**src/rtl/rscw_pkg.sv**
```systemverilog
`default_nettype none
// ----------------------------------------------------------------------------
// rscw_pkg
// Shared widths, constants and types for the rational soft-clip waveshaper.
// ----------------------------------------------------------------------------
package rscw_pkg;

    localparam int SAMPLE_W   = 24;
    localparam int FRAC_W     = 20;
    localparam int DRIVE_W    = 13;
    localparam int DRIVE_FRAC = 8;
    localparam int MIX_W      = 13;
    localparam int MIX_FRAC   = 12;
    localparam int CFG_IDX_W  = 2;
    localparam int CFG_DATA_W = 13;

    // internal datapath widths
    localparam int DRY_W     = FRAC_W + 1;
    localparam int DRY_SHIFT = SAMPLE_W - 1 - FRAC_W;
    localparam int P1_W      = DRY_W + DRIVE_W + 1;
    localparam int X_W       = P1_W - DRIVE_FRAC;
    localparam int MAG_W     = FRAC_W + DRIVE_W - DRIVE_FRAC;
    localparam int S2_W      = 2 * MAG_W - FRAC_W;
    localparam int T_W       = S2_W + 1;
    localparam int NUM_W     = MAG_W + T_W - FRAC_W;
    localparam int DEN_W     = S2_W + 4;
    localparam int DIVN_W    = NUM_W + FRAC_W;
    localparam int Q_W       = MAG_W;
    localparam int MK_W      = FRAC_W + 4;
    localparam int W_W       = Q_W + MK_W - FRAC_W;
    localparam int WET_W     = W_W + 1;
    localparam int DIFF_W    = WET_W + 1;
    localparam int PROD_W    = DIFF_W + MIX_W + 1;
    localparam int SH_W      = PROD_W - MIX_FRAC;
    localparam int Y_W       = SH_W + 1;
    localparam int YO_W      = Y_W + DRY_SHIFT;
    localparam int KD_W      = 2 * FRAC_W;
    localparam int CNT_W     = $clog2(MK_W);

    localparam logic [T_W-1:0]    C27_T  = T_W'(27) << FRAC_W;
    localparam logic [DEN_W-1:0]  C27_D  = DEN_W'(27) << FRAC_W;
    localparam logic [FRAC_W-1:0] K_MK   = FRAC_W'((84 * (2 ** FRAC_W) + 50) / 100);
    localparam logic [MK_W-1:0]   MK_MAX = '1;

    localparam logic [CFG_IDX_W-1:0] REG_EFFECT_ON = 2'd0;
    localparam logic [CFG_IDX_W-1:0] REG_DRIVE     = 2'd1;
    localparam logic [CFG_IDX_W-1:0] REG_MIX       = 2'd2;

    localparam logic                EFFECT_RESET = 1'b1;
    localparam logic [DRIVE_W-1:0]  DRIVE_RESET  = 13'd256;
    localparam logic [MIX_W-1:0]    MIX_RESET    = 13'd0;

    typedef struct packed {
        logic                     cfg;
        logic                     neg;
        logic signed [DRY_W-1:0]  dry;
    } t_side;

    typedef struct packed {
        logic busy;
        logic launch;
    } t_mk_ctrl;

endpackage
`default_nettype wire

```
**src/rtl/rscw_divider.sv**
```systemverilog
`default_nettype none
// ----------------------------------------------------------------------------
// rscw_divider
// Pipelined restoring divider, one quotient bit per stage: num * 2^F / den.
// ----------------------------------------------------------------------------
module rscw_divider (
    input  wire logic                          i_clk,
    input  wire logic                          i_rst_n,
    input  wire logic                          i_en,
    input  wire logic                          i_vld,
    input  wire rscw_pkg::t_side               i_side,
    input  wire logic [rscw_pkg::NUM_W-1:0]    i_num,
    input  wire logic [rscw_pkg::DEN_W-1:0]    i_den,
    output logic                               o_vld,
    output rscw_pkg::t_side                    o_side,
    output logic [rscw_pkg::Q_W-1:0]           o_q
);
    import rscw_pkg::*;

    logic                r_vld  [Q_W];
    t_side               r_side [Q_W];
    logic [DEN_W-1:0]    r_rem  [Q_W];
    logic [Q_W-1:0]      r_lo   [Q_W];
    logic [DEN_W-1:0]    r_den  [Q_W];

    logic [DIVN_W-1:0]   dividend;

    assign dividend = {i_num, {FRAC_W{1'b0}}};

    for (genvar k = 0; k < Q_W; k++) begin : g_stage
        logic              vld_in;
        t_side             side_in;
        logic [DEN_W-1:0]  rem_in;
        logic [Q_W-1:0]    lo_in;
        logic [DEN_W-1:0]  den_in;
        logic [DEN_W:0]    cand;
        logic              ge;

        if (k == 0) begin : g_first
            assign vld_in  = i_vld;
            assign side_in = i_side;
            assign rem_in  = DEN_W'(dividend[DIVN_W-1:Q_W]);
            assign lo_in   = dividend[Q_W-1:0];
            assign den_in  = i_den;
        end else begin : g_next
            assign vld_in  = r_vld[k-1];
            assign side_in = r_side[k-1];
            assign rem_in  = r_rem[k-1];
            assign lo_in   = r_lo[k-1];
            assign den_in  = r_den[k-1];
        end

        assign cand = {rem_in, lo_in[Q_W-1]};
        assign ge   = cand >= {1'b0, den_in};

        always_ff @(posedge i_clk) begin
            if (!i_rst_n) begin
                r_vld[k] <= 1'b0;
            end else if (i_en) begin
                r_vld[k] <= vld_in;
            end
        end

        always_ff @(posedge i_clk) begin
            if (i_en) begin
                r_side[k] <= side_in;
                r_den[k]  <= den_in;
                r_rem[k]  <= ge ? DEN_W'(cand - {1'b0, den_in}) : cand[DEN_W-1:0];
                r_lo[k]   <= {lo_in[Q_W-2:0], ge};
            end
        end
    end

    assign o_vld  = r_vld[Q_W-1];
    assign o_side = r_side[Q_W-1];
    assign o_q    = r_lo[Q_W-1];

endmodule
`default_nettype wire

```
**config.mk**
```make
export PLATFORM = sky130hd
export DESIGN_NAME = rscw_divider
export DESIGN_NICKNAME = d
export VERILOG_FILES = /design/src/rtl/rscw_pkg.sv /design/src/rtl/rscw_divider.sv
export SDC_FILE = /design/constraint.sdc
export NUM_CORES = 2
export LEC_CHECK = 0
export BUFFER_PORTS_ARGS = -buffer_cell sky130_fd_sc_hd__buf_2
export CAP_MARGIN = 20
export CORE_UTILIZATION = 51
export CTS_CLUSTER_DIAMETER = 40
export DETAILED_ROUTE_END_ITERATION = 6
export PLACE_DENSITY_LB_ADDON = 0.25
export RECOVER_POWER = 25
export SYNTH_ARGS = -nofsm -noshare
export SYNTH_HDL_FRONTEND = slang
export SYNTH_SLANG_ARGS = --single-unit
```
**constraint.sdc**
```tcl
create_clock -name i_clk -period 11.9 [get_ports i_clk]
set_input_delay 2.38 -clock i_clk [delete_from_list [all_inputs] [get_ports i_clk]]
set_output_delay 2.38 -clock i_clk [all_outputs]
set_load 0.02 [all_outputs]
```
After elaboration in Yosys (flattened, before gate mapping). Memory sizes are Yosys's and may differ from the RTL's. Cells that the tools add are included. Widths: inputs -> output; s select.

Add/sub/neg operators: 25. Order comparisons: 25. Mux-type cells: 55. Bitwise gates (word level): 25.

Operator list (count): $mux 34 (25); $ge 35x34->1 (24); $sub 34x34->34 (24); $ge 32x34->1 (1); $sub 32x34->34 (1); $mux 1 (30); $or 1x1->1 (25).

Bits in registers: 0. RAM bits: 2925. Input port bits: 97. Output and inout bits: 49. Memories kept: 5.

Memories: r_den (words 25, width 34, read ports 24, clocked after Yosys merged registers in 0, write ports 25, line rscw_divider.sv:24) `logic [DEN_W-1:0] r_den [Q_W];`; r_rem (words 25, width 34, read ports 24, clocked after Yosys merged registers in 0, write ports 25, line rscw_divider.sv:22) `logic [DEN_W-1:0] r_rem [Q_W];`; r_lo (words 25, width 25, read ports 25, clocked after Yosys merged registers in 0, write ports 25, line rscw_divider.sv:23) `logic [Q_W-1:0] r_lo [Q_W];`; r_side (words 25, width 23, read ports 25, clocked after Yosys merged registers in 0, write ports 25, line rscw_divider.sv:21) `t_side r_side [Q_W];`; r_vld (words 25, width 1, read ports 25, clocked after Yosys merged registers in 0, write ports 25, line rscw_divider.sv:20) `logic r_vld [Q_W];`.

Longest topological paths before layout.
Depth in word-level cells: 4. Mapped depth: 16.

Worst setup path before layout. No wires, ideal clock.

Path kind: input to register. Start: input port i_num[4] in the netlist's numbering. End: memory r_rem[0][10] in the netlist's numbering, data pin. Data arrival time: 5249 ps. Data required time: 11640 ps. Path slack: 6391 ps. Cell stages on the path: 15. Path buffers: 1. Cells stage by stage: inv_1 > ha_1 > inv_1 > fa_1 > a21oi_1 > o21a_1 > o21ai_0 > a21o_1 > a21oi_1 > inv_1 > a21oi_1 > a21boi_0 > a41oi_2 > buf_2 > mux2_2.

RTL lines: start, declared (line rscw_divider.sv:12) `input wire logic [rscw_pkg::NUM_W-1:0] i_num,`; end, declared (line rscw_divider.sv:22).

==> summary.txt <==
# fillers - 20,050
Synth Area per Inst - 12.28 um^2
Buf+Inv Stages, Crit Path - 5
Tcrit/Tclk final - 47.89%
Port bufs - 145
Sink Count - 2,567
Switching Share - 35.02%
Worst path max stage delay - 0.48 ns
Routed vias - 82,180
Rel. slew slack - 22.37%
GPL Wtd Cong - 0.9511
R2r endpoint - r_rem[0][132]
Io pins - 146
Final Slew Violations - 0
Fin crit period - 5.699 ns
Syn_nets - 11,530
Critical path endpoint - r_rem[0][16]
Required time worst endpoint - 12.59 ns
# rows - 184
Setup TNS - 0 ns
Most common flop cell mapped by yosys - edfxtp_1
P_leak - 59.15 nW
FF-to-FF setup slack - 7.14 ns
R2r startpoint - r_lo[0][74]
Arrival time worst endpoint - 6.39 ns
Post-route cell area - 0.1475 mm^2
CTS resizes - 0
Sw power - 14.34 mW
Crit path max-delay family - compound AO/OA/AOI/OAI gates
Number of detailed-route iterations in the first pass - 7
Class of the worst hold path - reg -> reg
# nets final - 11,880
Post-DP HPWL - 210,000 um
Die Ht - 506.4 um
Gr ovfl total - 0
Routed len/inst - 19.69 um
Cts hold-fix bufs - 0
CTS clock-pin slew for the worst setup and hold paths - 0.06 ns
Max H-tree Level - 5
R2R depth - 15
WHS - 0.3532 ns
Vias in the first global route - 80,680
Leading area contributor after synthesis - edfxtp_1
Power share of the clock group - 27.7%
Die width - 506.4 um
Clock Path Buffers - 4
Placed inst area - 0.1343 mm^2
Largest net degree at the start of global routing - 197
Cell Area, Synth - 0.1297 mm^2
Initial Util - 51.47%
Clock Latency Late Sink - 0.98 ns
Unique masters post-synth - 108
Pwr dens - 277.6 mW/mm^2
CP Launch Point - i_num[4]
Clock Skew - 0.08821 ns
Final antenna-violating net count - 0
Leading post-synthesis cells by instance count - edfxtp_1, inv_1, a21oi_1, ha_1, nand2_1
Postcts setup bufs - 0
Sequential share of power - 34.5%
Async SR Flop Fraction - 0%
Utilization after layout - 58.51%
Max frequency - 175.5 MHz
Crit-path slowest cell - a41oi_4
Critical path launch point type - input pin
Core area - 0.2521 mm^2
Tot GR Track Use - 22.05%
Synth area leaders - edfxtp_1, ha_1, a21oi_1
Fraction of final layout cells with drive strength greater than 1 - 10.96%
Synthesized flop and latch total - 2,567
Count leader, synth - edfxtp_1
WHS Path Cells - 0
CP Cell Sequence - buf_2, inv_1, ha_1, inv_1, fa_1, a21oi_1, o21a_1, o21ai_0, a21o_1, a21oi_1, inv_1, a21oi_1, a21boi_0, a41oi_4, buf_4, mux2_2
WL final - 286,700 um
Critical path class - in -> reg
RSZ-0062 raised after global routing - no
Outcome - finished, final reports clean
Post-route DRC - 0
Slew @ Worst Pin - 1.165 ns
Syn-to-layout area delta - 13.69%
Vias/cell - 5.642
Ys Warns - 0
Number of buffers created by CTS - 389
Gate power share - 37.8%
Drt initial violations - 6,256
Post-synthesis sequential area ratio - 59.40%
Clock root buffer - clkbuf_16
Die ar. - 0.2564 mm^2
Number of synthesized flops with an enable pin - 2,566
Mapped Cells - 10,560
Yosys top cell area share - 59.39%
Total chip power - 40.95 mW
Worst Path Max Fanout - 26
Crit end category - register
Final Setup Violations - 0
Peak supply drop - 0.1956 mV
Internal Pwr Total - 26.61 mW
First-pass GRT wire length - 446,500 um
Initial antenna violation count - 7
CTS tree - done
Crit. path cell count - 16
MaxCap Viol Count - 0
Fin. Hold Viols - 0
-- flip-flops by register name (all words and copies together), names as in the netlist --
| name | cells |
|---|---|
| r_den | 816 |
| r_lo | 335 |
| r_rem | 816 |
| r_side | 575 |
| r_vld | 25 |
-- cell usage in the layout (no fill, tap or decap), drive strengths merged, types with 94 or more instances in the layout --
| master | n |
|---|---|
| a21o | 400 |
| a21oi | 926 |
| a31oi | 103 |
| and3 | 96 |
| buf | 199 |
| clkbuf | 425 |
| clkinv | 113 |
| edfxtp | 2566 |
| ha | 847 |
| inv | 1125 |
| mux2 | 310 |
| nand2 | 658 |
| nand2b | 94 |
| nand3 | 167 |
| nand4 | 115 |
| nor2 | 572 |
| nor2b | 111 |
| o21a | 101 |
| o21ai | 638 |
| xnor2 | 433 |
| xor2 | 282 |
-- cell type report --
type	instances	area (um^2)	area share, %
sequential	2567	77070	52.25
multi-input combinational	6712	47850	32.44
clock buffer	425	9955	6.748
tap	3348	4189	2.840
inverter	1039	3900	2.644
clock inverter	271	3219	2.182
timing repair buffer	199	1311	0.8889
antenna	4	10.01	0.006786
-- worst min-delay path by stage --
stage	startpoint	endpoint	slack, ns
floorplan	r_lo[0][75]	r_lo[0][101]	0.40
global placement	r_side[4][67]	r_side[4][90]	0.40
detailed placement	r_lo[0][175]	r_lo[0][201]	0.40
CTS	r_lo[1][76]	r_lo[1][102]	0.34
global route	r_lo[1][76]	r_lo[1][102]	0.34
finish	r_lo[1][76]	r_lo[1][102]	0.35
-- per-stage QoR --
step                      setup WS [ns]  std cells
after global routing              5.989      14560
after floorplan                   6.391      10560
after detailed placement          5.252      13860
after global placement            5.244      13860
final                             6.201      14570
after CTS                         6.258      14560
-- power by group through the flow --
stage / registers, mW / clock network [mW] / logic (mW)
2_1_floorplan: 13.5 / 0 / 11.9
3_5_place_dp: 14.3 / 0 / 15.2
6_report: 14.1 / 11.4 / 15.5
5_1_grt: 14.3 / 12.0 / 17.1
4_1_cts: 14.1 / 11.6 / 15.3
3_3_place_gp: 14.3 / 0 / 14.9
-- cells by family (layout without fill, tap and decap cells) --
group | count (synthesis) | count (layout) | synth area share (%)
simple gates | 2113 | 2113 | 7.751
mux | 324 | 324 | 2.801
buf+inv | 1284 | 1934 | 3.833
xor+xnor | 715 | 715 | 4.826
other cells | 0 | 4 | 0
compound gates | 2689 | 2689 | 12.85
fa+ha+maj | 871 | 871 | 8.538
flops | 2567 | 2567 | 59.40
-- layer usage --
layer	vias up	part of all wire [%]	global-route usage, %
met5	-	0.012	0
met4	4	3.1	7.247
met3	552	5.9	3.779
met2	2403	47	35.95
met1	39440	44	29.93
li1	39780	-	-
No activity file was read; power rests on OpenSTA's default activity.
