File: config.mk
export PLATFORM = sky130hd
export DESIGN_NAME = rscw_back
export DESIGN_NICKNAME = d
export VERILOG_FILES = /design/src/rtl/rscw_pkg.sv /design/src/rtl/rscw_back.sv
export SDC_FILE = /design/constraint.sdc
export NUM_CORES = 2
export LEC_CHECK = 0
export BUFFER_PORTS_ARGS = -buffer_cell sky130_fd_sc_hd__buf_4
export CAP_MARGIN = 40
export CELL_PAD_IN_SITES_DETAIL_PLACEMENT = 1
export CELL_PAD_IN_SITES_GLOBAL_PLACEMENT = 1
export CORE_ASPECT_RATIO = 1.4
export CORE_MARGIN = 10
export CORE_UTILIZATION = 33
export DETAILED_ROUTE_END_ITERATION = 10
export PLACE_DENSITY_LB_ADDON = 0.1
export SLEW_MARGIN = 15
export SYNTH_ARGS = -nofsm -noshare
export SYNTH_HDL_FRONTEND = slang
export SYNTH_SLANG_ARGS = --single-unit
File: constraint.sdc
create_clock -name i_clk -period 13.7 [get_ports i_clk]
set_clock_uncertainty 0.05 [all_clocks]
set_input_delay 4.11 -clock i_clk [delete_from_list [all_inputs] [get_ports i_clk]]
set_output_delay 4.11 -clock i_clk [all_outputs]
set_load 0.005 [all_outputs]
File: src/rtl/rscw_pkg.sv
`default_nettype none
// ----------------------------------------------------------------------------
// rscw_pkg
// Shared widths, constants and types for the rational soft-clip waveshaper.
// ----------------------------------------------------------------------------
package rscw_pkg;

    localparam int SAMPLE_W   = 24;
    localparam int FRAC_W     = 20;
    localparam int DRIVE_W    = 13;
    localparam int DRIVE_FRAC = 8;
    localparam int MIX_W      = 13;
    localparam int MIX_FRAC   = 12;
    localparam int CFG_IDX_W  = 2;
    localparam int CFG_DATA_W = 13;

    // internal datapath widths
    localparam int DRY_W     = FRAC_W + 1;
    localparam int DRY_SHIFT = SAMPLE_W - 1 - FRAC_W;
    localparam int P1_W      = DRY_W + DRIVE_W + 1;
    localparam int X_W       = P1_W - DRIVE_FRAC;
    localparam int MAG_W     = FRAC_W + DRIVE_W - DRIVE_FRAC;
    localparam int S2_W      = 2 * MAG_W - FRAC_W;
    localparam int T_W       = S2_W + 1;
    localparam int NUM_W     = MAG_W + T_W - FRAC_W;
    localparam int DEN_W     = S2_W + 4;
    localparam int DIVN_W    = NUM_W + FRAC_W;
    localparam int Q_W       = MAG_W;
    localparam int MK_W      = FRAC_W + 4;
    localparam int W_W       = Q_W + MK_W - FRAC_W;
    localparam int WET_W     = W_W + 1;
    localparam int DIFF_W    = WET_W + 1;
    localparam int PROD_W    = DIFF_W + MIX_W + 1;
    localparam int SH_W      = PROD_W - MIX_FRAC;
    localparam int Y_W       = SH_W + 1;
    localparam int YO_W      = Y_W + DRY_SHIFT;
    localparam int KD_W      = 2 * FRAC_W;
    localparam int CNT_W     = $clog2(MK_W);

    localparam logic [T_W-1:0]    C27_T  = T_W'(27) << FRAC_W;
    localparam logic [DEN_W-1:0]  C27_D  = DEN_W'(27) << FRAC_W;
    localparam logic [FRAC_W-1:0] K_MK   = FRAC_W'((84 * (2 ** FRAC_W) + 50) / 100);
    localparam logic [MK_W-1:0]   MK_MAX = '1;

    localparam logic [CFG_IDX_W-1:0] REG_EFFECT_ON = 2'd0;
    localparam logic [CFG_IDX_W-1:0] REG_DRIVE     = 2'd1;
    localparam logic [CFG_IDX_W-1:0] REG_MIX       = 2'd2;

    localparam logic                EFFECT_RESET = 1'b1;
    localparam logic [DRIVE_W-1:0]  DRIVE_RESET  = 13'd256;
    localparam logic [MIX_W-1:0]    MIX_RESET    = 13'd0;

    typedef struct packed {
        logic                     cfg;
        logic                     neg;
        logic signed [DRY_W-1:0]  dry;
    } t_side;

    typedef struct packed {
        logic busy;
        logic launch;
    } t_mk_ctrl;

endpackage
`default_nettype wire

File: src/rtl/rscw_back.sv
`default_nettype none
// ----------------------------------------------------------------------------
// rscw_back
// Makeup gain, dry/wet blend and output saturation.
// ----------------------------------------------------------------------------
module rscw_back (
    input  wire logic                          i_clk,
    input  wire logic                          i_rst_n,
    input  wire logic                          i_en,
    input  wire logic                          i_vld,
    input  wire rscw_pkg::t_side               i_side,
    input  wire logic [rscw_pkg::Q_W-1:0]      i_q,
    input  wire logic [rscw_pkg::MK_W-1:0]     i_makeup,
    input  wire logic [rscw_pkg::MIX_W-1:0]    i_mix_eff,
    output logic                               o_vld,
    output logic [rscw_pkg::SAMPLE_W-1:0]      o_sample
);
    import rscw_pkg::*;

    logic                       r_wv;
    t_side                      r_wside;
    logic [W_W-1:0]             r_w, n_w;
    logic                       r_mv;
    logic                       r_mcfg;
    logic signed [DRY_W-1:0]    r_mdry;
    logic signed [PROD_W-1:0]   r_prod, n_prod;

    logic [Q_W+MK_W-1:0]        pw;
    logic signed [WET_W-1:0]    wet;
    logic signed [DIFF_W-1:0]   diff;
    logic signed [SH_W-1:0]     sh;
    logic signed [Y_W-1:0]      y;
    logic signed [YO_W-1:0]     yo;
    logic [YO_W-SAMPLE_W:0]     hi;
    logic                       fits;

    assign pw  = i_q * i_makeup;
    assign n_w = pw[Q_W+MK_W-1:FRAC_W];

    assign wet    = r_wside.neg ? -$signed({1'b0, r_w}) : $signed({1'b0, r_w});
    assign diff   = DIFF_W'(wet) - DIFF_W'(r_wside.dry);
    assign n_prod = diff * $signed({1'b0, i_mix_eff});

    // floor shift of the blend term, back to sample scale, saturate
    assign sh   = r_prod[PROD_W-1:MIX_FRAC];
    assign y    = Y_W'(sh) + Y_W'(r_mdry);
    assign yo   = {y, {DRY_SHIFT{1'b0}}};
    assign hi   = yo[YO_W-1:SAMPLE_W-1];
    assign fits = (&hi) | ~(|hi);

    always_comb begin
        if (fits) begin
            o_sample = yo[SAMPLE_W-1:0];
        end else if (yo[YO_W-1]) begin
            o_sample = {1'b1, {(SAMPLE_W-1){1'b0}}};
        end else begin
            o_sample = {1'b0, {(SAMPLE_W-1){1'b1}}};
        end
    end

    assign o_vld = r_mv & ~r_mcfg;

    always_ff @(posedge i_clk) begin
        if (!i_rst_n) begin
            r_wv <= 1'b0;
            r_mv <= 1'b0;
        end else if (i_en) begin
            r_wv <= i_vld;
            r_mv <= r_wv;
        end
    end

    always_ff @(posedge i_clk) begin
        if (i_en) begin
            r_wside <= i_side;
            r_w     <= n_w;
            r_mcfg  <= r_wside.cfg;
            r_mdry  <= r_wside.dry;
            r_prod  <= n_prod;
        end
    end

endmodule
`default_nettype wire

# Yosys cells after proc, flatten, opt, wreduce, memory -nomap -nowiden
# Index checks and enable logic that the tools add are counted.
[classes]
n_reduce_logical = 2
mux = 3
add_sub_neg = 3
mul = 2
bitwise = 4
[ops]
columns = ["operator", "count"]
rows = [
  ["25-bit by 24-bit multiplier with 49-bit output", 1],
  ["24-bit 2-to-1 mux", 2],
  ["31-bit by 14-bit multiplier with 45-bit output", 1],
  ["33-bit by 21-bit adder with 34-bit output", 1],
  ["30-bit by 21-bit subtractor with 31-bit output", 1],
  ["30-bit 2-to-1 mux", 1],
  ["29-bit negation with 30-bit output", 1],
  ["14-bit AND reduction", 1],
  ["14-bit OR reduction", 1],
  ["1-bit NOT", 2],
  ["1-bit bitwise AND", 1],
  ["1-bit OR", 1],
]
[word_totals]
regBits = 121
output_inout_bits = 25
in_bits = 89
word_cells = 23

# Depth between registers and ports, before layout
[depth]
depth_word = 5
depth_mapped = 40
depth_no_buf = 39

# Worst setup path after synthesis
# No wires, ideal clock.
[synth_timing]
kind = "input -> register"
from = "in i_makeup[3] (netlist name)"
to = "reg r_w[22], data pin"
path_buffers = 2
path_slack_ps = 2944
required_ps = 13392
setup_ps = 258
stages = 24
t_arrival_ps = 10448
cell_sequence = "clkbuf_1 clkbuf_1 nand2_1 fa_1 inv_1 fa_1 fa_1 inv_1 fa_1 fa_1 fa_1 inv_1 fa_1 ha_1 a21oi_1 o21ai_0 nor4_1 o41a_1 o31ai_1 nor2_1 o21a_1 o21ai_0 a31oi_1 xnor2_1"
[synth_between]
elab_chain_len = 1
[synth_rtl]
columns = ["element", "line_no", "rtl"]
rows = [
  ["start, declared", "rscw_back.sv:13", "input wire logic [rscw_pkg::MK_W-1:0] i_makeup,"],
  ["25-bit by 24-bit multiplier with 49-bit output", "rscw_back.sv:37", "assign pw = i_q * i_makeup;"],
  ["named net pw[42]", "rscw_back.sv:28", "logic [Q_W+MK_W-1:0] pw;"],
  ["end signal, assigned", "rscw_back.sv:76", "r_w <= n_w;"],
  ["end, declared", "rscw_back.sv:22", "logic [W_W-1:0] r_w, n_w;"],
]
# The timed path passes the listed nets, and every way through them passes these cells.
# A chain may end at the register's enable or synchronous reset.

# Final worst setup path
[layout_timing]
from = "reg r_w[3]"
to = "reg r_prod[40], data pin"
[layout_between]
elab_chain_len = 4
[layout_rtl]
columns = ["element", "line_no", "rtl"]
rows = [
  ["29-bit negation with 30-bit output", "rscw_back.sv:40", "assign wet = r_wside.neg ? -$signed({1'b0, r_w}) : $signed({1'b0, r_w});"],
  ["30-bit 2-to-1 mux *", "rscw_back.sv:40", ""],
  ["30-bit by 21-bit subtractor with 31-bit output *", "rscw_back.sv:41", "assign diff = DIFF_W'(wet) - DIFF_W'(r_wside.dry);"],
  ["31-bit by 14-bit multiplier with 45-bit output *", "rscw_back.sv:42", "assign n_prod = diff * $signed({1'b0, i_mix_eff});"],
  ["named net n_prod[40]", "rscw_back.sv:26", "logic signed [PROD_W-1:0] r_prod, n_prod;"],
  ["end signal, assigned", "rscw_back.sv:79", "r_prod <= n_prod;"],
  ["end, declared", "rscw_back.sv:26", ""],
]
# The timed path passes the listed nets; every way through them passes the cells marked *.

==> impl_metrics.csv <==
group,metric,value,unit
run_status,status,"finished, final reports clean",
sta,final-setup-viol-count,0,
detailed_routing,vias_per_cell,4.86,
cts,cts_tree,"yes",
detailed_routing,wire_per_inst,21.8,um
synth,synth_compound_area_share,6.28,%
synth,synth_warnings,0,
synth,synth_top_area_share,44.0,%
global_route,track_usage,19.4,%
layout,mostFrequentLayoutCells,"inv_1, fa_1, nand2_1",
cts,cts_hold_buf,0,
layout,instances_no_fill,5904,
placement,dp_hpwl,106000,um
worst_setup_path,cpLargestDelayFamily,"adder cells",
sta,final-hold-violation-count,0,
floorplanning,rows,150,
placement,post_dp_cell_area,0.0421,sq mm
layout,design_area,0.0424,sq mm
synth,synth_top_family_by_area,"adder cells",
detailed_routing,route.detailed.drc,0,
global_route,grt_overflow_total,0,
worst_setup_path,crit_type,"reg -> reg",
synth,yosys.area_share.xor_xnor,3.05,%
synth,synth-seq-cells,109,
synth,yosysUniqueCellTypes,75,
worst_setup_path,required,13.77,ns
synth,post_synth_and_or_nand_nor_area_fraction,16.7,%
floorplanning,core,0.119,sq mm
detailed_routing,drt_wl_total,129000,um
floorplanning,die_area,0.134,sq mm
layout,synthToLayoutAreaGrowth,7.11,%
cts,h-tree-depth,3,
floorplanning,fp.dieH,430,um
placement,gp_congestion,0.825,
cts,cts_buffers,9,
sta,tns,0,ns
synth,syn_inst,4338,
cts,clk_pin_slew,0.08,ns
synth,avgSynthCellArea,9.13,sq um
placement,portBuffers,113,
detailed_routing,antenna_left,0,
global_route,grt_pass1_wl,201000,um
sta,rsz0062_at_grt,"no",
synth,syn_area,0.0396,sq mm
synth,synth_fp_nets,5635,
worst_setup_path,cp-start-kind,"flop",
run,maxCapViolCount,0,
sta,drv_slew,0,
cts,insertion_delay,0.38,ns
worst_hold_path,worstHoldPathType,"reg -> reg",
worst_setup_path,crit_path_top_delay_cell,"fa_1",
synth,synth-edff-count,107,
layout,regArea,0.00325,sq mm
layout,final_common_cell,"inv_1",
layout,nets,5597,
layout,fillerInstances,13873,
detailed_routing,drt_iter0_markers,986,
global_route,grt_pass1_vias,33548,
sta,fmax,90.0,MHz
floorplanning,ios,114,
sta,tightest_slew,0.868,ns
worst_setup_path,critPathCaptureType,"flop",
sta,max-slew-margin-rel,40.6,%
synth,synthAdderAreaFrac,54.7,%
floorplanning,fp.dieW,313,um
layout,layout-drive-gt1-share,4.85,%
sta,fin_crit,11.11,ns
worst_setup_path,critPathArrivalTime,11.18,ns
worst_setup_path,crit_path_max_fanout,12,
synth,ys.flop_type,"edfxtp_1",
cts,post-cts-setup-buffer-count,0,
layout,multi_input_area,0.0321,sq mm
synth,synth.mux.area_fraction,0.101,%
synth,synth_top_area_cell,"fa_1",
placement,post-place-cells,5885,
cts,clock_sinks,109,
cts,cts_root_buf,"clkbuf_16",
detailed_routing,vias,28704,
cts,cts_resized,0,
worst_setup_path,cpPeakStageDelay,0.55,ns
synth,synthArstFlopShare,0,%
sta,post-route-period-util,81.1,%
worst_setup_path,crit_top_cell,"fa_1",
worst_setup_path,path_buf_inv,5,
synth,yosys-top-cells-area,"fa_1, ha_1, inv_1, edfxtp_1, nand2_1",
synth,ys_seq_area_share,8.22,%
global_route,grt_start_max_net_pins,62,
detailed_routing,firstDrtPassIters,5,
global_route,antenna_found_initial,0,
cts,clock_path_buffers,2,
floorplanning,start_util,33.2,%
[per-stage QoR]
stage / util [%] / setup slack (ns) / hold WS (ns)
after global routing: 35.5 / 1.76 / 0.388
after global placement: 35.1 / 2.18 / 0.352
final: 35.5 / 2.59 / 0.373
after floorplan: - / 2.94 / 0.350
after CTS: 35.5 / 2.46 / 0.378
after detailed placement: 35.2 / 2.14 / 0.357
[path summary, 6_finish.rpt]
| kind | startpoint | endpoint | slack (ns) | cells after the start |
|---|---|---|---|---|
| setup reg to reg | r_w[3] | r_prod[40] | 2.59 | 35 |
| hold reg to reg | r_wside[22] | r_mcfg | 0.37 | 0 |
| setup / recovery | r_w[3] | r_prod[40] | 2.59 | 35 |
| hold / removal | r_wside[22] | r_mcfg | 0.37 | 0 |
[per-layer routing]
metal  GRT usage, %  vias to the layer above  part of all wire (%)
met3           1.14                       83                   1.6
met1           21.5                    15324                    38
met5              0                        -                     0
met2           39.8                      303                    58
met4           3.89                        0                   2.0
li1               -                    12994                     -
[flip-flops by register name, indices dropped and copies added, names as in the netlist]
register  count
r_wv          1
r_prod       33
r_wside      23
r_mdry       21
r_w          29
r_mcfg        1
r_mv          1
[synthesized netlist by cell type (all sizes together), types with 40 or more instances]
cell,number
fa,871
nor2b,43
a21o,47
and2,389
clkbuf,191
xor2,40
nand2,660
inv,955
nor2,83
ha,337
edfxtp,107
o21ai,78
xnor2,98
a21oi,107
[logic make-up (layout without fill, tap and decap cells)]
family | after synthesis | in the layout
AO/OA/AOI/OAI | 378 | 378
XOR/XNOR | 138 | 138
adder cells (fa/ha/maj) | 1208 | 1208
buffers and inverters | 1152 | 1119
flip-flops | 109 | 109
multiplexers | 4 | 4
other | 0 | 3
AND/OR/NAND/NOR | 1349 | 1349
[layout make-up]
cell class,count,area share (%)
clock inverters,7,0.245
clock buffers,9,0.531
inverters,955,8.45
well taps,1596,4.71
diodes,3,0.0177
flip-flops and latches,109,7.67
multi-input cells,3077,75.6
repair buffers,148,2.73
Power is left out: the tool's default activity adds up to more than one toggle a clock period on the data nets, which glitch-free logic cannot reach.
