==> config.mk <==
export PLATFORM = sky130hd
export DESIGN_NAME = rscw_front
export DESIGN_NICKNAME = d
export VERILOG_FILES = /design/src/rtl/rscw_pkg.sv /design/src/rtl/rscw_front.sv
export SDC_FILE = /design/constraint.sdc
export NUM_CORES = 2
export LEC_CHECK = 0
export BUFFER_PORTS_ARGS = -buffer_cell sky130_fd_sc_hd__clkbuf_2
export CORE_ASPECT_RATIO = 1.4
export CORE_MARGIN = 5
export CORE_UTILIZATION = 30
export CTS_CLUSTER_DIAMETER = 30
export DETAILED_ROUTE_END_ITERATION = 7
export GPL_TIMING_DRIVEN = 0
export PLACE_DENSITY_LB_ADDON = 0.25
export SYNTH_ARGS = -nofsm -noshare
export SYNTH_HDL_FRONTEND = slang
export SYNTH_SLANG_ARGS = --single-unit
==> constraint.sdc <==
create_clock -name i_clk -period 12.4 [get_ports i_clk]
set_clock_uncertainty 0.15 [all_clocks]
set_input_delay 2.48 -clock i_clk [delete_from_list [all_inputs] [get_ports i_clk]]
set_output_delay 2.48 -clock i_clk [all_outputs]
set_load 0.1 [all_outputs]
==> src/rtl/rscw_pkg.sv <==
`default_nettype none
// ----------------------------------------------------------------------------
// rscw_pkg
// Shared widths, constants and types for the rational soft-clip waveshaper.
// ----------------------------------------------------------------------------
package rscw_pkg;

    localparam int SAMPLE_W   = 24;
    localparam int FRAC_W     = 20;
    localparam int DRIVE_W    = 13;
    localparam int DRIVE_FRAC = 8;
    localparam int MIX_W      = 13;
    localparam int MIX_FRAC   = 12;
    localparam int CFG_IDX_W  = 2;
    localparam int CFG_DATA_W = 13;

    // internal datapath widths
    localparam int DRY_W     = FRAC_W + 1;
    localparam int DRY_SHIFT = SAMPLE_W - 1 - FRAC_W;
    localparam int P1_W      = DRY_W + DRIVE_W + 1;
    localparam int X_W       = P1_W - DRIVE_FRAC;
    localparam int MAG_W     = FRAC_W + DRIVE_W - DRIVE_FRAC;
    localparam int S2_W      = 2 * MAG_W - FRAC_W;
    localparam int T_W       = S2_W + 1;
    localparam int NUM_W     = MAG_W + T_W - FRAC_W;
    localparam int DEN_W     = S2_W + 4;
    localparam int DIVN_W    = NUM_W + FRAC_W;
    localparam int Q_W       = MAG_W;
    localparam int MK_W      = FRAC_W + 4;
    localparam int W_W       = Q_W + MK_W - FRAC_W;
    localparam int WET_W     = W_W + 1;
    localparam int DIFF_W    = WET_W + 1;
    localparam int PROD_W    = DIFF_W + MIX_W + 1;
    localparam int SH_W      = PROD_W - MIX_FRAC;
    localparam int Y_W       = SH_W + 1;
    localparam int YO_W      = Y_W + DRY_SHIFT;
    localparam int KD_W      = 2 * FRAC_W;
    localparam int CNT_W     = $clog2(MK_W);

    localparam logic [T_W-1:0]    C27_T  = T_W'(27) << FRAC_W;
    localparam logic [DEN_W-1:0]  C27_D  = DEN_W'(27) << FRAC_W;
    localparam logic [FRAC_W-1:0] K_MK   = FRAC_W'((84 * (2 ** FRAC_W) + 50) / 100);
    localparam logic [MK_W-1:0]   MK_MAX = '1;

    localparam logic [CFG_IDX_W-1:0] REG_EFFECT_ON = 2'd0;
    localparam logic [CFG_IDX_W-1:0] REG_DRIVE     = 2'd1;
    localparam logic [CFG_IDX_W-1:0] REG_MIX       = 2'd2;

    localparam logic                EFFECT_RESET = 1'b1;
    localparam logic [DRIVE_W-1:0]  DRIVE_RESET  = 13'd256;
    localparam logic [MIX_W-1:0]    MIX_RESET    = 13'd0;

    typedef struct packed {
        logic                     cfg;
        logic                     neg;
        logic signed [DRY_W-1:0]  dry;
    } t_side;

    typedef struct packed {
        logic busy;
        logic launch;
    } t_mk_ctrl;

endpackage
`default_nettype wire

==> src/rtl/rscw_front.sv <==
`default_nettype none
// ----------------------------------------------------------------------------
// rscw_front
// Drive gain, magnitude, square and numerator/denominator of the curve.
// ----------------------------------------------------------------------------
module rscw_front (
    input  wire logic                            i_clk,
    input  wire logic                            i_rst_n,
    input  wire logic                            i_en,
    input  wire logic                            i_load,
    input  wire logic                            i_launch,
    input  wire logic [rscw_pkg::SAMPLE_W-1:0]   i_sample_in,
    input  wire logic [rscw_pkg::DRIVE_W-1:0]    i_drive,
    output logic                                 o_vld,
    output rscw_pkg::t_side                      o_side,
    output logic [rscw_pkg::NUM_W-1:0]           o_num,
    output logic [rscw_pkg::DEN_W-1:0]           o_den
);
    import rscw_pkg::*;

    logic                        r_v1, r_v2, r_v3, r_v4;
    t_side                       r_s1, r_s2, r_s3, r_s4;
    t_side                       n_s1, n_s2;
    logic signed [P1_W-1:0]      r_p1, n_p1;
    logic [MAG_W-1:0]            r_m2, n_m2, r_m3;
    logic [S2_W-1:0]             r_sq3, n_sq3;
    logic [NUM_W-1:0]            r_num4, n_num4;
    logic [DEN_W-1:0]            r_den4, n_den4;

    logic signed [DRY_W-1:0]     dry;
    logic [X_W-1:0]              xs, xa;
    logic [2*MAG_W-1:0]          sq;
    logic [T_W-1:0]              t_sum;
    logic [MAG_W+T_W-1:0]        pr;

    // stage 1: drive gain (or the drive value itself for a makeup token)
    assign dry = i_sample_in[SAMPLE_W-1:DRY_SHIFT];

    always_comb begin
        if (i_launch) begin
            n_p1 = $signed({{(P1_W-DRIVE_W-FRAC_W){1'b0}}, i_drive, {FRAC_W{1'b0}}});
        end else begin
            n_p1 = dry * $signed({1'b0, i_drive});
        end
        n_s1.cfg = i_launch;
        n_s1.neg = 1'b0;
        n_s1.dry = dry;
    end

    // stage 2: floor shift and magnitude
    assign xs = r_p1[P1_W-1:DRIVE_FRAC];
    assign xa = xs[X_W-1] ? (~xs + 1'b1) : xs;

    always_comb begin
        n_s2     = r_s1;
        n_s2.neg = xs[X_W-1];
        n_m2     = xa[MAG_W-1:0];
    end

    // stage 3: square
    assign sq    = r_m2 * r_m2;
    assign n_sq3 = sq[2*MAG_W-1:FRAC_W];

    // stage 4: numerator and denominator
    assign t_sum  = C27_T + T_W'(r_sq3);
    assign pr     = r_m3 * t_sum;
    assign n_num4 = pr[MAG_W+T_W-1:FRAC_W];
    assign n_den4 = C27_D + (DEN_W'(r_sq3) << 3) + DEN_W'(r_sq3);

    always_ff @(posedge i_clk) begin
        if (!i_rst_n) begin
            r_v1 <= 1'b0;
            r_v2 <= 1'b0;
            r_v3 <= 1'b0;
            r_v4 <= 1'b0;
        end else if (i_en) begin
            r_v1 <= i_load | i_launch;
            r_v2 <= r_v1;
            r_v3 <= r_v2;
            r_v4 <= r_v3;
        end
    end

    always_ff @(posedge i_clk) begin
        if (i_en) begin
            r_s1   <= n_s1;
            r_p1   <= n_p1;
            r_s2   <= n_s2;
            r_m2   <= n_m2;
            r_s3   <= r_s2;
            r_m3   <= r_m2;
            r_sq3  <= n_sq3;
            r_s4   <= r_s3;
            r_num4 <= n_num4;
            r_den4 <= n_den4;
        end
    end

    assign o_vld  = r_v4;
    assign o_side = r_s4;
    assign o_num  = r_num4;
    assign o_den  = r_den4;

endmodule
`default_nettype wire

# ---- Word level (Yosys, flattened, before mapping)
# Cells that the tools add are included.
dict set report totals {
  inputBits 42
  regBits 280
}
dict set report classes {
  bitwise 2
  mul 3
  addsub 4
  n_mux 2
}
# operator n
set ops {}
lappend ops {{multiplier 25 x 31 -> 56 bit} 1}
lappend ops {{multiplier 25 x 25 -> 50 bit} 1}
lappend ops {{multiplier 21 x 14 -> 35 bit} 1}
lappend ops {{adder 25 x 33 -> 34 bit (first input constant)} 1}
lappend ops {{adder 34 x 30 -> 34 bit} 1}
lappend ops {{2-to-1 mux 33 bit} 1}
lappend ops {{adder 25 x 30 -> 31 bit (first input constant)} 1}
lappend ops {{adder 25 x 1 -> 25 bit (second input constant)} 1}
lappend ops {{2-to-1 mux 25 bit} 1}
lappend ops {{NOT 25 bit} 1}
lappend ops {{bitwise OR 1 bit} 1}

# ---- Logic depth before layout (Yosys ltp)
dict set report logic_depth {
  ltp_word 3
  ltp_mapped 32
  ltp_nobuf 30
}

# ---- Worst setup path after synthesis
# OpenSTA, ideal clock, no wires.
dict set report synth_path {
  path_kind {register -> register}
  from {reg r_sq3[20]}
  to {reg r_num4[34] (netlist: o_num[34]) (data pin)}
  arrival_ps 8301
  n_path_buf 3
  stages_incl_launch_ff 33
  synth_period_minus_slack_ps 8709
  slack_ps 3691
  cell_sequence {edfxtp_1 -> clkinv_1 -> clkbuf_1 -> ha_1 -> nor2b_1 -> nor3_1 -> nand2b_1 -> xnor2_1 -> clkbuf_1 -> nand2_1 -> fa_1 -> fa_1 -> inv_1 -> fa_1 -> inv_1 -> fa_1 -> inv_1 -> fa_1 -> fa_1 -> inv_1 -> fa_1 -> inv_1 -> ha_1 -> clkbuf_1 -> nand2_1 -> or4_1 -> a211oi_1 -> o21ai_1 -> o21ai_1 -> a21oi_1 -> a21oi_1 -> a21oi_1 -> xnor2_1}
}
dict set report synth_via {
  elab_chain_cells 2
}
# element line_no
set synth_lines {}
lappend synth_lines {{start, declared} rscw_front.sv:26} ;# logic [S2_W-1:0] r_sq3, n_sq3;
lappend synth_lines {{start signal, assigned} rscw_front.sv:92} ;# r_sq3 <= n_sq3;
lappend synth_lines {{adder 25 x 30 -> 31 bit} rscw_front.sv:65} ;# assign t_sum = C27_T + T_W'(r_sq3);
lappend synth_lines {{multiplier 25 x 31 -> 56 bit} rscw_front.sv:66} ;# assign pr = r_m3 * t_sum;
lappend synth_lines {{via pr[54]} rscw_front.sv:34} ;# logic [MAG_W+T_W-1:0] pr;
lappend synth_lines {{end signal, assigned} rscw_front.sv:94} ;# r_num4 <= n_num4;
lappend synth_lines {{end, declared} rscw_front.sv:27} ;# logic [NUM_W-1:0] r_num4, n_num4;
# The timed path passes the listed nets, and every way through them passes these cells.
# A chain may end at the register's enable or synchronous reset.

# ---- Worst setup path after layout
# Ends and elaborated chain as after synthesis.

==> impl_metrics.json <==
{
  "status": "complete, no violations",
  "syn-num-nets": 8147,
  "crit_path_start": "r_sq3[20]",
  "syn_area_per_cell_sq_um": 9.87,
  "die-area_sq_um": 213000,
  "tightest_slew_ns": 1.30,
  "synth.top_cells.by_area": "fa_1, edfxtp_1, ha_1",
  "synth_edf_count": 267,
  "grt_usage_pct": 18.4,
  "maxSlewViolCount": 0,
  "ys_seq_elements": 271,
  "drt_first_pass_iters": 5,
  "cp_max_fo": 20,
  "drv_cap": 0,
  "synthFlopType": "edfxtp_1",
  "postCtsSetupBuffers": 0,
  "ios": 136,
  "start_kind": "flip-flop",
  "arrival_ns": 12.19,
  "area_growth_pct": 10.6,
  "dieWidth_um": 392,
  "drt_iter0_drc": 1829,
  "cts-root-buf": "clkbuf_16",
  "fp.dieH_um": 545,
  "clock-sinks": 271,
  "clk_path_buf_depth": 3,
  "grt_pass1_wl_mm": 293,
  "ys_warn_count": 0,
  "final_area_sq_um": 67700,
  "min_period_over_period_pct": 96.1,
  "h-tree-depth": 3,
  "placementRows": 196,
  "path_class": "reg2reg",
  "drc": 0,
  "postRouteAntennaNets": 0,
  "hpwl_mm": 164,
  "path_clk_slew_ns": 0.05,
  "clk_latency_ns": 0.66,
  "period_minus_slack_ns": 11.91,
  "ys_types": 66,
  "vias": 42000,
  "drt_wl_total_mm": 192,
  "synthCells": 6205,
  "wire_per_inst_um": 21.1,
  "yosysTopAreaCell": "fa_1",
  "worst_path_most_repeated_cell": "fa_1",
  "r2r-start": "r_sq3[20]",
  "holdWs_ns": 0.262,
  "rrSetupSlack_ns": 0.49,
  "max_stage_delay_ns": 0.80,
  "cts_tree": "yes",
  "antenna_found_initial": 7,
  "synth.cell_area_sq_um": 61200,
  "fmax_mhz": 84.0,
  "layout-drive-gt1-share_pct": 4.13,
  "place_area_sq_um": 65300,
  "rsz0062_at_grt": "false",
  "place.gp.congestion": 0.958,
  "tns_ns": 0,
  "slew_headroom_pct": 12.8,
  "grt-ovfl-total": 0,
  "core_region_area_sq_um": 203000,
  "r2r_end": "o_num[34]",
  "critPathCapture": "o_num[34]",
  "final_util_pct": 33.3,
  "fin_nets": 8350,
  "grt_max_degree": 91,
  "finalSetupViolations": 0,
  "hold_viol": 0,
  "min_path_cells": 0,
  "async_reset_ff_share_pct": 0,
  "io_buffers": 132,
  "required_ns": 12.68,
  "cts_inserted_buffers": 67,
  "via_per_inst": 4.60,
  "yosysSeqAreaShare_pct": 13.2,
  "endpoint_kind": "flip-flop",
  "grt_pass1_vias": 47900,
  "r2r_cells": 30,
  "crit_slowest_cell": "clkinvlp_4",
  "initial_core_util_pct": 30.1,
  "netlist.area_leader.share_pct": 45.3,
  "cts_hold_buf": 0,
  "hold_path_class": "reg2reg"
}
[logic make-up (layout without fill, tap and decap cells)]
logic type / count (synthesis) / after routing / share of synthesized area, %
flip-flops: 271 / 271 / 13.2
adder cells (fa/ha/maj): 1900 / 1900 / 55.8
AO/OA/AOI/OAI: 389 / 389 / 4.14
multiplexers: 5 / 5 / 0.0838
AND/OR/NAND/NOR: 1663 / 1663 / 13.3
other: 0 / 4 / 0
buffers and inverters: 1819 / 2073 / 11.2
XOR/XNOR: 158 / 158 / 2.26
[worst min path at each step]
| stage | end | startpoint |
|---|---|---|
| finish | r_s2[5] | n_s2[5] |
| global route | o_side[20] | r_s3[20] |
| CTS | o_side[20] | r_s3[20] |
| detailed placement | r_s2[1] | n_s2[1] |
| global placement | r_s3[22] | r_s2[22] |
| floorplan | o_side[0] | r_s3[0] |
[layer usage]
metal	GRT usage, %	vias to the layer above	part of all wire, %
li1	-	18800	-
met1	20.1	21800	37
met2	34.7	1044	53
met3	1.98	434	3.6
met4	10.1	2	6.4
met5	0	-	0.092
[registers in the layout, indices dropped and copies added, names as in the netlist]
name,cells
o_side,23
r_s2,23
r_v2,1
o_den,34
r_s3,23
r_sq3,30
o_vld,1
r_v1,1
r_m3,25
n_s2,22
r_v3,1
r_m2,25
o_num,36
r_p1,26
[timing repair]
action	4_1_cts	5_1_grt
gates resized for setup	4	1
pin swaps	0	0
hold endpoints to repair	0	0
endpoints found under the setup margin	8	2
cloned	0	0
[layout by cell type (no fill, tap or decap), drive strengths merged, types with 5 or more instances in the layout]
cell,instances
a21boi,5
or4,9
o21a,8
edfxtp,267
nand2b,33
and2,558
clkinvlp,10
nand2,791
xor2,47
o21ai,78
nor3,20
o21bai,23
nor2,106
inv,1568
a21o,78
fa,1386
o31ai,12
nor2b,50
nand3,34
or2,9
o2111ai,6
and3,10
or3,8
and4,5
a2111oi,5
a21oi,109
ha,514
buf,5
clkbuf,456
xnor2,111
a31oi,16
a211oi,14
bufinv,8
clkinv,26
nand4,23
[final cells by class]
cell class | instances | area (sq um)
clock buffer | 78 | 1720
timing repair buffer | 135 | 752
multi-input combinational | 4115 | 46300
inverter | 1570 | 5900
fill | 20900 | 136000
clock inverter | 42 | 614
tap | 2673 | 3340
antenna | 4 | 10.0
sequential | 271 | 8100
buffer | 248 | 932
[synth_stat cells (all sizes together), types with 34 or more instances]
cell type	count
nor2	106
inv	1567
o21ai	78
nor2b	50
clkbuf	247
ha	514
xor2	47
and2	558
nand3	34
xnor2	111
edfxtp	267
a21o	78
nand2	791
fa	1386
a21oi	109
[critical path: cells and delay by family, from the launching register on]
kind	cells	cell delay (ns)
simple gates	6	1.44
buf+inv	7	1.61
xor+xnor	2	0.88
fa+ha+maj	9	4.59
compound gates	6	2.28
flops	1	0.71
[metrics by stage]
| stage | cells | setup WS [ns] |
|---|---|---|
| floorplan | 6205 | 3.69 |
| detailed placement | 9013 | -0.597 |
| global route | 9133 | 0.0786 |
| global placement | 9010 | -1.23 |
| CTS | 9133 | 0.166 |
| finish | 9136 | 0.488 |
Power is left out: the tool's default activity adds up to more than one toggle a clock period on the data nets, which glitch-free logic cannot reach.
