==> src/rtl/rscw_pkg.sv <==
`default_nettype none
// ----------------------------------------------------------------------------
// rscw_pkg
// Shared widths, constants and types for the rational soft-clip waveshaper.
// ----------------------------------------------------------------------------
package rscw_pkg;

    localparam int SAMPLE_W   = 24;
    localparam int FRAC_W     = 20;
    localparam int DRIVE_W    = 13;
    localparam int DRIVE_FRAC = 8;
    localparam int MIX_W      = 13;
    localparam int MIX_FRAC   = 12;
    localparam int CFG_IDX_W  = 2;
    localparam int CFG_DATA_W = 13;

    // internal datapath widths
    localparam int DRY_W     = FRAC_W + 1;
    localparam int DRY_SHIFT = SAMPLE_W - 1 - FRAC_W;
    localparam int P1_W      = DRY_W + DRIVE_W + 1;
    localparam int X_W       = P1_W - DRIVE_FRAC;
    localparam int MAG_W     = FRAC_W + DRIVE_W - DRIVE_FRAC;
    localparam int S2_W      = 2 * MAG_W - FRAC_W;
    localparam int T_W       = S2_W + 1;
    localparam int NUM_W     = MAG_W + T_W - FRAC_W;
    localparam int DEN_W     = S2_W + 4;
    localparam int DIVN_W    = NUM_W + FRAC_W;
    localparam int Q_W       = MAG_W;
    localparam int MK_W      = FRAC_W + 4;
    localparam int W_W       = Q_W + MK_W - FRAC_W;
    localparam int WET_W     = W_W + 1;
    localparam int DIFF_W    = WET_W + 1;
    localparam int PROD_W    = DIFF_W + MIX_W + 1;
    localparam int SH_W      = PROD_W - MIX_FRAC;
    localparam int Y_W       = SH_W + 1;
    localparam int YO_W      = Y_W + DRY_SHIFT;
    localparam int KD_W      = 2 * FRAC_W;
    localparam int CNT_W     = $clog2(MK_W);

    localparam logic [T_W-1:0]    C27_T  = T_W'(27) << FRAC_W;
    localparam logic [DEN_W-1:0]  C27_D  = DEN_W'(27) << FRAC_W;
    localparam logic [FRAC_W-1:0] K_MK   = FRAC_W'((84 * (2 ** FRAC_W) + 50) / 100);
    localparam logic [MK_W-1:0]   MK_MAX = '1;

    localparam logic [CFG_IDX_W-1:0] REG_EFFECT_ON = 2'd0;
    localparam logic [CFG_IDX_W-1:0] REG_DRIVE     = 2'd1;
    localparam logic [CFG_IDX_W-1:0] REG_MIX       = 2'd2;

    localparam logic                EFFECT_RESET = 1'b1;
    localparam logic [DRIVE_W-1:0]  DRIVE_RESET  = 13'd256;
    localparam logic [MIX_W-1:0]    MIX_RESET    = 13'd0;

    typedef struct packed {
        logic                     cfg;
        logic                     neg;
        logic signed [DRY_W-1:0]  dry;
    } t_side;

    typedef struct packed {
        logic busy;
        logic launch;
    } t_mk_ctrl;

endpackage
`default_nettype wire

==> src/rtl/rscw_makeup.sv <==
`default_nettype none
// ----------------------------------------------------------------------------
// rscw_makeup
// Makeup gain sequencer: sends the drive through the curve pipeline, then
// divides 0.84 by the result one bit a cycle, saturating to Q4.F.
// ----------------------------------------------------------------------------
module rscw_makeup (
    input  wire logic                         i_clk,
    input  wire logic                         i_rst_n,
    input  wire logic                         i_en,
    input  wire logic                         i_start,
    input  wire logic                         i_tok_vld,
    input  wire logic [rscw_pkg::Q_W-1:0]     i_tok_q,
    output rscw_pkg::t_mk_ctrl                o_ctrl,
    output logic [rscw_pkg::MK_W-1:0]         o_makeup
);
    import rscw_pkg::*;

    typedef enum logic [3:0] {
        ST_IDLE   = 4'b0001,
        ST_LAUNCH = 4'b0010,
        ST_WAIT   = 4'b0100,
        ST_DIV    = 4'b1000
    } t_mk_state;

    t_mk_state           r_state, n_state;
    logic [Q_W-1:0]      r_qd;
    logic [Q_W-1:0]      r_rem, n_rem;
    logic [MK_W-1:0]     r_lo, n_lo;
    logic [CNT_W-1:0]    r_cnt;
    logic [MK_W-1:0]     r_makeup;

    logic [KD_W-1:0]     kn;
    logic [Q_W-1:0]      rem0;
    logic                sat;
    logic [Q_W:0]        cand;
    logic                ge;

    assign kn   = {K_MK, {FRAC_W{1'b0}}};
    assign rem0 = Q_W'(kn[KD_W-1:MK_W]);
    assign sat  = rem0 >= i_tok_q;

    assign cand  = {r_rem, r_lo[MK_W-1]};
    assign ge    = cand >= {1'b0, r_qd};
    assign n_rem = ge ? Q_W'(cand - {1'b0, r_qd}) : cand[Q_W-1:0];
    assign n_lo  = {r_lo[MK_W-2:0], ge};

    always_comb begin
        n_state = r_state;
        unique case (r_state)
            ST_IDLE: begin
                if (i_start) n_state = ST_LAUNCH;
            end
            ST_LAUNCH: begin
                if (i_en) n_state = ST_WAIT;
            end
            ST_WAIT: begin
                if (i_tok_vld) n_state = sat ? ST_IDLE : ST_DIV;
            end
            ST_DIV: begin
                if (r_cnt == '0) n_state = ST_IDLE;
            end
            default: n_state = ST_IDLE;
        endcase
    end

    // reset starts a computation for the reset drive value
    always_ff @(posedge i_clk) begin
        if (!i_rst_n) begin
            r_state <= ST_LAUNCH;
        end else begin
            r_state <= n_state;
        end
    end

    always_ff @(posedge i_clk) begin
        unique case (r_state)
            ST_WAIT: begin
                if (i_tok_vld) begin
                    r_qd  <= i_tok_q;
                    r_rem <= rem0;
                    r_lo  <= kn[MK_W-1:0];
                    r_cnt <= CNT_W'(MK_W - 1);
                    if (sat) r_makeup <= MK_MAX;
                end
            end
            ST_DIV: begin
                r_rem <= n_rem;
                r_lo  <= n_lo;
                r_cnt <= r_cnt - 1'b1;
                if (r_cnt == '0) r_makeup <= n_lo;
            end
            default: ;
        endcase
    end

    assign o_ctrl.busy   = (r_state != ST_IDLE);
    assign o_ctrl.launch = (r_state == ST_LAUNCH);
    assign o_makeup      = r_makeup;

endmodule
`default_nettype wire

==> config.mk <==
export PLATFORM = sky130hd
export DESIGN_NAME = rscw_makeup
export DESIGN_NICKNAME = d
export VERILOG_FILES = /design/src/rtl/rscw_pkg.sv /design/src/rtl/rscw_makeup.sv
export SDC_FILE = /design/constraint.sdc
export NUM_CORES = 1
export LEC_CHECK = 0
export BUFFER_PORTS_ARGS = -buffer_cell sky130_fd_sc_hd__buf_2
export CORE_MARGIN = 5
export CORE_UTILIZATION = 59
export DETAILED_ROUTE_END_ITERATION = 16
export GPL_TIMING_DRIVEN = 0
export PLACE_DENSITY_LB_ADDON = 0.25
export SYNTH_ARGS = -nofsm -noshare
export SYNTH_HDL_FRONTEND = slang
export SYNTH_SLANG_ARGS = --single-unit
==> constraint.sdc <==
create_clock -name i_clk -period 7.2 [get_ports i_clk]
set_clock_uncertainty 0.15 [all_clocks]
set_input_delay 0.36 -clock i_clk [delete_from_list [all_inputs] [get_ports i_clk]]
set_output_delay 0.36 -clock i_clk [all_outputs]
set_load 0.1 [all_outputs]
# Word level (Yosys, flattened, before mapping)

Cells that the tools add are included.

Flip-flop bits (word level): 107
Input bits: 30
Output and inout bits: 26
Logic and storage cells: 43

$lt $le $gt $ge: 2
Mux-type cells: 17
Reductions and logical operators: 6
Add/sub/neg operators: 2
Equal/unequal tests: 10

Operators by type and width:

| cell                                                               | number |
|---|---|
| two-way mux 24 bit                                                 | 4 |
| case mux 24 bit (2 select lines)                                   | 2 |
| two-way mux 25 bit                                                 | 2 |
| case mux 25 bit (2 select lines)                                   | 1 |
| greater-or-equal comparator 26 x 25 -> 1 bit                       | 1 |
| greater-or-equal comparator 16 x 25 -> 1 bit, first input constant | 1 |
| subtractor 25 bit                                                  | 1 |
| two-way mux 4 bit                                                  | 5 |
| case mux 4 bit (4 select lines)                                    | 1 |
| != test 2 bit, second input constant                               | 5 |
| case mux 5 bit (2 select lines)                                    | 1 |
| AND reduction 4 bit                                                | 2 |
| zero test 5 bit                                                    | 1 |
| two-way mux 5 bit                                                  | 1 |
| subtractor 5 x 1 -> 5 bit, second input constant                   | 1 |
| == test 4 x 1 -> 1 bit, second input constant                      | 1 |
| == test 4 x 2 -> 1 bit, second input constant                      | 1 |
| == test 4 x 3 -> 1 bit, second input constant                      | 1 |
| == test 4 bit, second input constant                               | 1 |
| != test 4 x 1 -> 1 bit, second input constant                      | 1 |
| AND reduction 2 bit                                                | 2 |
| nonzero test 2 bit                                                 | 1 |

# Logic depth before layout (Yosys ltp)

Depth after elaboration: 4
Mapped depth: 13
Mapped depth without buffers: 11

# Least setup slack after synthesis

OpenSTA, ideal clock, no wires.

Kind: reg-to-reg
Start: register r_state[1]
End: register r_cnt[0], enable pin
Cell stages (with the launch flop): 4
Slack: 2.064 ns
Arrival time: 4.445 ns
Clock period less this slack: 5.136 ns
Required time: 6.509 ns
Path through: dfxtp_1 nor2_1 nand3b_1 o21ai_0

Word-level cells in the longest chain between the ends: 3

Ends and longest elaborated chain:

| what                                                          | line              | source |
|---|---|---|
| from (decl)                                                   | rscw_makeup.sv:26 | `t_mk_state r_state, n_state;` |
| from (signal assigned)                                        | rscw_makeup.sv:72 | `r_state <= n_state;` |
| == test 4 x 3 -> 1 bit or == test 4 bit (tied branches)       | rscw_makeup.sv:77 | `unique case (r_state)` |
| != test 2 bit (no line) or nonzero test 2 bit (tied branches) | -                 |  |
| AND reduction 2 bit (no line) (*)                             | -                 |  |
| to (signal assigned)                                          | rscw_makeup.sv:83 | `r_cnt <= CNT_W'(MK_W - 1);` |
| to (signal assigned)                                          | rscw_makeup.sv:90 | `r_cnt <= r_cnt - 1'b1;` |
| to (decl)                                                     | rscw_makeup.sv:30 | `logic [CNT_W-1:0] r_cnt;` |

Mark *: on every way between the ends. The rest lies on a longest branch, timed or not.
A chain may end at the register's enable or synchronous reset.

# Final worst setup path

Start: register r_lo[23]
End: register r_rem[13] (data pin)

Word-level cells in the longest chain between the ends: 3

Ends and longest elaborated chain:

| what                                                                              | line                                 | source |
|---|---|---|
| from (decl)                                                                       | rscw_makeup.sv:29                    | `logic [MK_W-1:0] r_lo, n_lo;` |
| from (signal assigned)                                                            | rscw_makeup.sv:82                    | `r_lo <= kn[MK_W-1:0];` |
| from (signal assigned)                                                            | rscw_makeup.sv:89                    | `r_lo <= n_lo;` |
| subtractor 25 bit or greater-or-equal comparator 26 x 25 -> 1 bit (tied branches) | rscw_makeup.sv:45, rscw_makeup.sv:44 |  |
| two-way mux 25 bit (*)                                                            | rscw_makeup.sv:45                    | `assign n_rem = ge ? Q_W'(cand - {1'b0, r_qd}) : cand[Q_W-1:0];` |
| case mux 25 bit (2 select lines) (*)                                              | rscw_makeup.sv:77                    |  |
| to (signal assigned)                                                              | rscw_makeup.sv:81                    | `r_rem <= rem0;` |
| to (signal assigned)                                                              | rscw_makeup.sv:88                    | `r_rem <= n_rem;` |
| to (decl)                                                                         | rscw_makeup.sv:28                    | `logic [Q_W-1:0] r_rem, n_rem;` |

Marks and branches as above.

==> results.cfg <==
[layout]
fin_cells = 708
multi_input_area_um2 = 2250
regArea_um2 = 3170
final_common_cell = edfxtp_1
area_growth_pct = 14.9
diodes = 0
nFillCells = 684
drive_above_1_share_pct = 15.9
fin_nets = 631
final_cell_mix = 103 x edfxtp_1, 58 x buf_2, 49 x nand2_1, 35 x a21oi_1
fin_area_um2 = 6430

[detailed_routing]
totalWireLength_um = 12000
vias = 4046
dr.pass1.iters = 5
antenna_left = 0
dr.first_iter.drc_count = 182
routed_via_density = 5.71
drcViolationCount = 0
routedWlPerCell_um = 16.9

[floorplanning]
io_pins = 56
num_rows = 35
dieHeight_um = 107
initial_utilization_pct = 60.6
coreArea_um2 = 9240
fp.dieW_um = 107
die_area_um2 = 11500

[logic_synthesis]
synth.avg_cell_area_um2 = 11.3
syn_inst = 496
synth_top_family_by_area = simple AND/OR/NAND/NOR gates
synthArstFlopShare_pct = 0
synth_adder_area_share_pct = 6.17
ys.flop_type = edfxtp_1
synth-simple-area-share_pct = 16.4
synthMuxAreaShare_pct = 1.61
yosys_warnings = 0
synth_xor_area_share_pct = 3.29
synth_edf_count = 103
ys_seq_area_share_pct = 56.7
synth_compound_area_share_pct = 12.5
syn_area_um2 = 5600
syn-num-nets = 553
synth_cell_types = 50
ys_seq_elements = 107

[placement]
place_ws_ns = 3.89
place_area_um2 = 6140
dp_cells = 684
finalWeightedCongestion = 0.878
portBuffers = 55
place_hpwl_um = 9040

[critical_path]
critPathMaxStageDelay_ns = 0.43
cp_common_cell = inv_1
endpoint_kind = flip-flop
worstReg2RegEnd = r_rem[13]
reg2reg_from = r_lo[23]
reg2reg_depth = 12
crit_chain = inv_1 > ha_1 > inv_1 > fa_1 > a21o_1 > a221o_1 > a211oi_2 > nor2_2 > a21oi_2 > buf_2 > nand3_1 > o21ai_0
slowest_stage = a221o_1
cp_data_required_time_ns = 7.25
rrSetupSlack_ns = 3.84
start_kind = flip-flop
crit_type = flip-flop to flip-flop
arrival_ns = 3.41
cp_max_fo = 10

[timing]
timing_worst_slew_pin_value_ns = 0.785
final_max_slew_viol_count = 0
final_hold_viol_count = 0
holdWs_ns = 0.0141
maxSlewHeadroom_pct = 47.6
rsz0062_at_grt = false
tns_ns = 0
fmax_mhz = 297
period_share_pct = 46.7
setup_ws_ns = 3.84
setup_viol = 0
fin_crit_ns = 3.36

[global_routing]
antenna_found_initial = 0
gr-usage-all-layers_pct = 21.5
grt_pass1_wl_um = 19300
grt_pass1_vias = 4003
overflow = 0
grt_max_degree = 25

[cts]
cts_resized = 0
cts.sink_count = 107
path_clk_slew_ns = 0.11
cts_setup_buffers = 0
cts_tree = built
htree_levels = 3
root_buffer = clkbuf_8
clock_latency_ns = 0.38
cts_made_buffers = 9
cts.path.max_buffers = 2

[power]
p_switching_uw = 391
ir_worst_vdd_mv = 0.164
leakagePower_nw = 2.29
swShare_pct = 28.8
p_per_area_nw_per_um2 = 211
p_int_uw = 965
pwr-share-seq_pct = 53.6
combPwrFrac_pct = 17.4
clockPowerShare_pct = 28.9

[worst_hold_path]
min_path_cells = 1
hp-class = input pin to flip-flop
min-delay-start = i_tok_q[3]
min_to = r_qd[3]

[run_status]
status = finished clean

[run]
cap_violations = 0
[repair_timing]
action                                 in CTS  in global routing
endpoints found under the hold margin       0                  7
setup endpoints to repair                   0                  0
hold buffers                                0                  7
[worst max-delay path by stage]
stage | end | slack, ns | cells after the start | start
after floorplan | r_cnt[0] | 2.06 | 3 | r_state[1]
after global placement | r_rem[22] | 0.26 | 3 | r_state[1]
after detailed placement | r_rem[23] | 3.89 | 12 | r_lo[23]
after CTS | r_rem[13] | 3.84 | 12 | r_lo[23]
after global routing | r_rem[13] | 3.70 | 12 | r_lo[23]
final | r_rem[13] | 3.84 | 12 | r_lo[23]
[area by class of cell]
type	count	share of cell area, %
Sequential cell	107	49.3
Multi-Input combinational cell	344	35.0
Timing Repair Buffer	67	6.77
Tap cell	129	2.51
Clock buffer	9	1.93
Inverter	33	1.93
Clock inverter	7	1.48
Buffer	12	0.992
[sequential cells by signal (all words and copies together) (netlist names)]
name	cells
o_makeup	24
r_cnt	5
r_lo	24
r_qd	25
r_rem	25
r_state	4
[power groups by stage]
| stage | sequential, mW | clock [mW] | combinational, mW |
|---|---|---|---|
| finish | 0.727 | 0.393 | 0.236 |
| detailed placement | 0.741 | 0 | 0.232 |
| global route | 0.731 | 0.426 | 0.257 |
| CTS | 0.727 | 0.398 | 0.233 |
| global placement | 0.746 | 0 | 0.214 |
| floorplan | 0.747 | 0 | 0.164 |
[layer usage]
layer	wire, µm	global-route usage (%)
met1	4870	26.4
met2	6080	36.6
met5	0	0
met3	652	6.06
met4	370	7.66
[cell usage after synthesis (all sizes together), types with 3 or more instances]
cell / number / area [µm²]
nor3: 8 / 40.0
nor4: 5 / 37.5
ha: 26 / 325
a21oi: 37 / 189
inv: 33 / 124
nand3: 9 / 45.0
dfxtp: 4 / 80.1
xor2: 13 / 114
nand2: 49 / 184
o211ai: 9 / 67.6
nand2b: 27 / 169
nor4b: 3 / 26.3
a211oi: 7 / 67.6
o21a: 3 / 22.5
buf: 5 / 37.5
xnor2: 8 / 70.1
o21bai: 4 / 30.0
nand4: 6 / 37.5
clkbuf: 7 / 26.3
mux2i: 9 / 90.1
and2: 23 / 144
edfxtp: 103 / 3090
a21o: 11 / 82.6
o21ai: 22 / 110
nor2: 35 / 134
nand3b: 5 / 37.5
[kinds of logic after synthesis]
logic type / count (synthesis)
and+or+nand+nor: 179
buffers and inverters: 45
DFF: 107
muxes: 9
AOI/OAI and AO/OA: 108
adders and majority gates: 27
xor gates and xnor gates: 21
[stage by stage]
| stage | util [%] | total power [mW] |
|---|---|---|
| floorplan | - | 0.911 |
| global placement | 65.3 | 0.961 |
| detailed placement | 66.4 | 0.973 |
| CTS | 68.8 | 1.36 |
| global route | 69.6 | 1.41 |
| finish | 69.6 | 1.36 |
[critical path: cells and delay by family, from the launching register on]
| family | cells | cell delay [ns] |
|---|---|---|
| AOI/OAI and AO/OA | 5 | 1.37 |
| adders and majority gates | 2 | 0.55 |
| buffers and inverters | 3 | 0.47 |
| DFF | 1 | 0.41 |
| and+or+nand+nor | 2 | 0.23 |
Note: power is estimated with default switching activity, not from simulation.
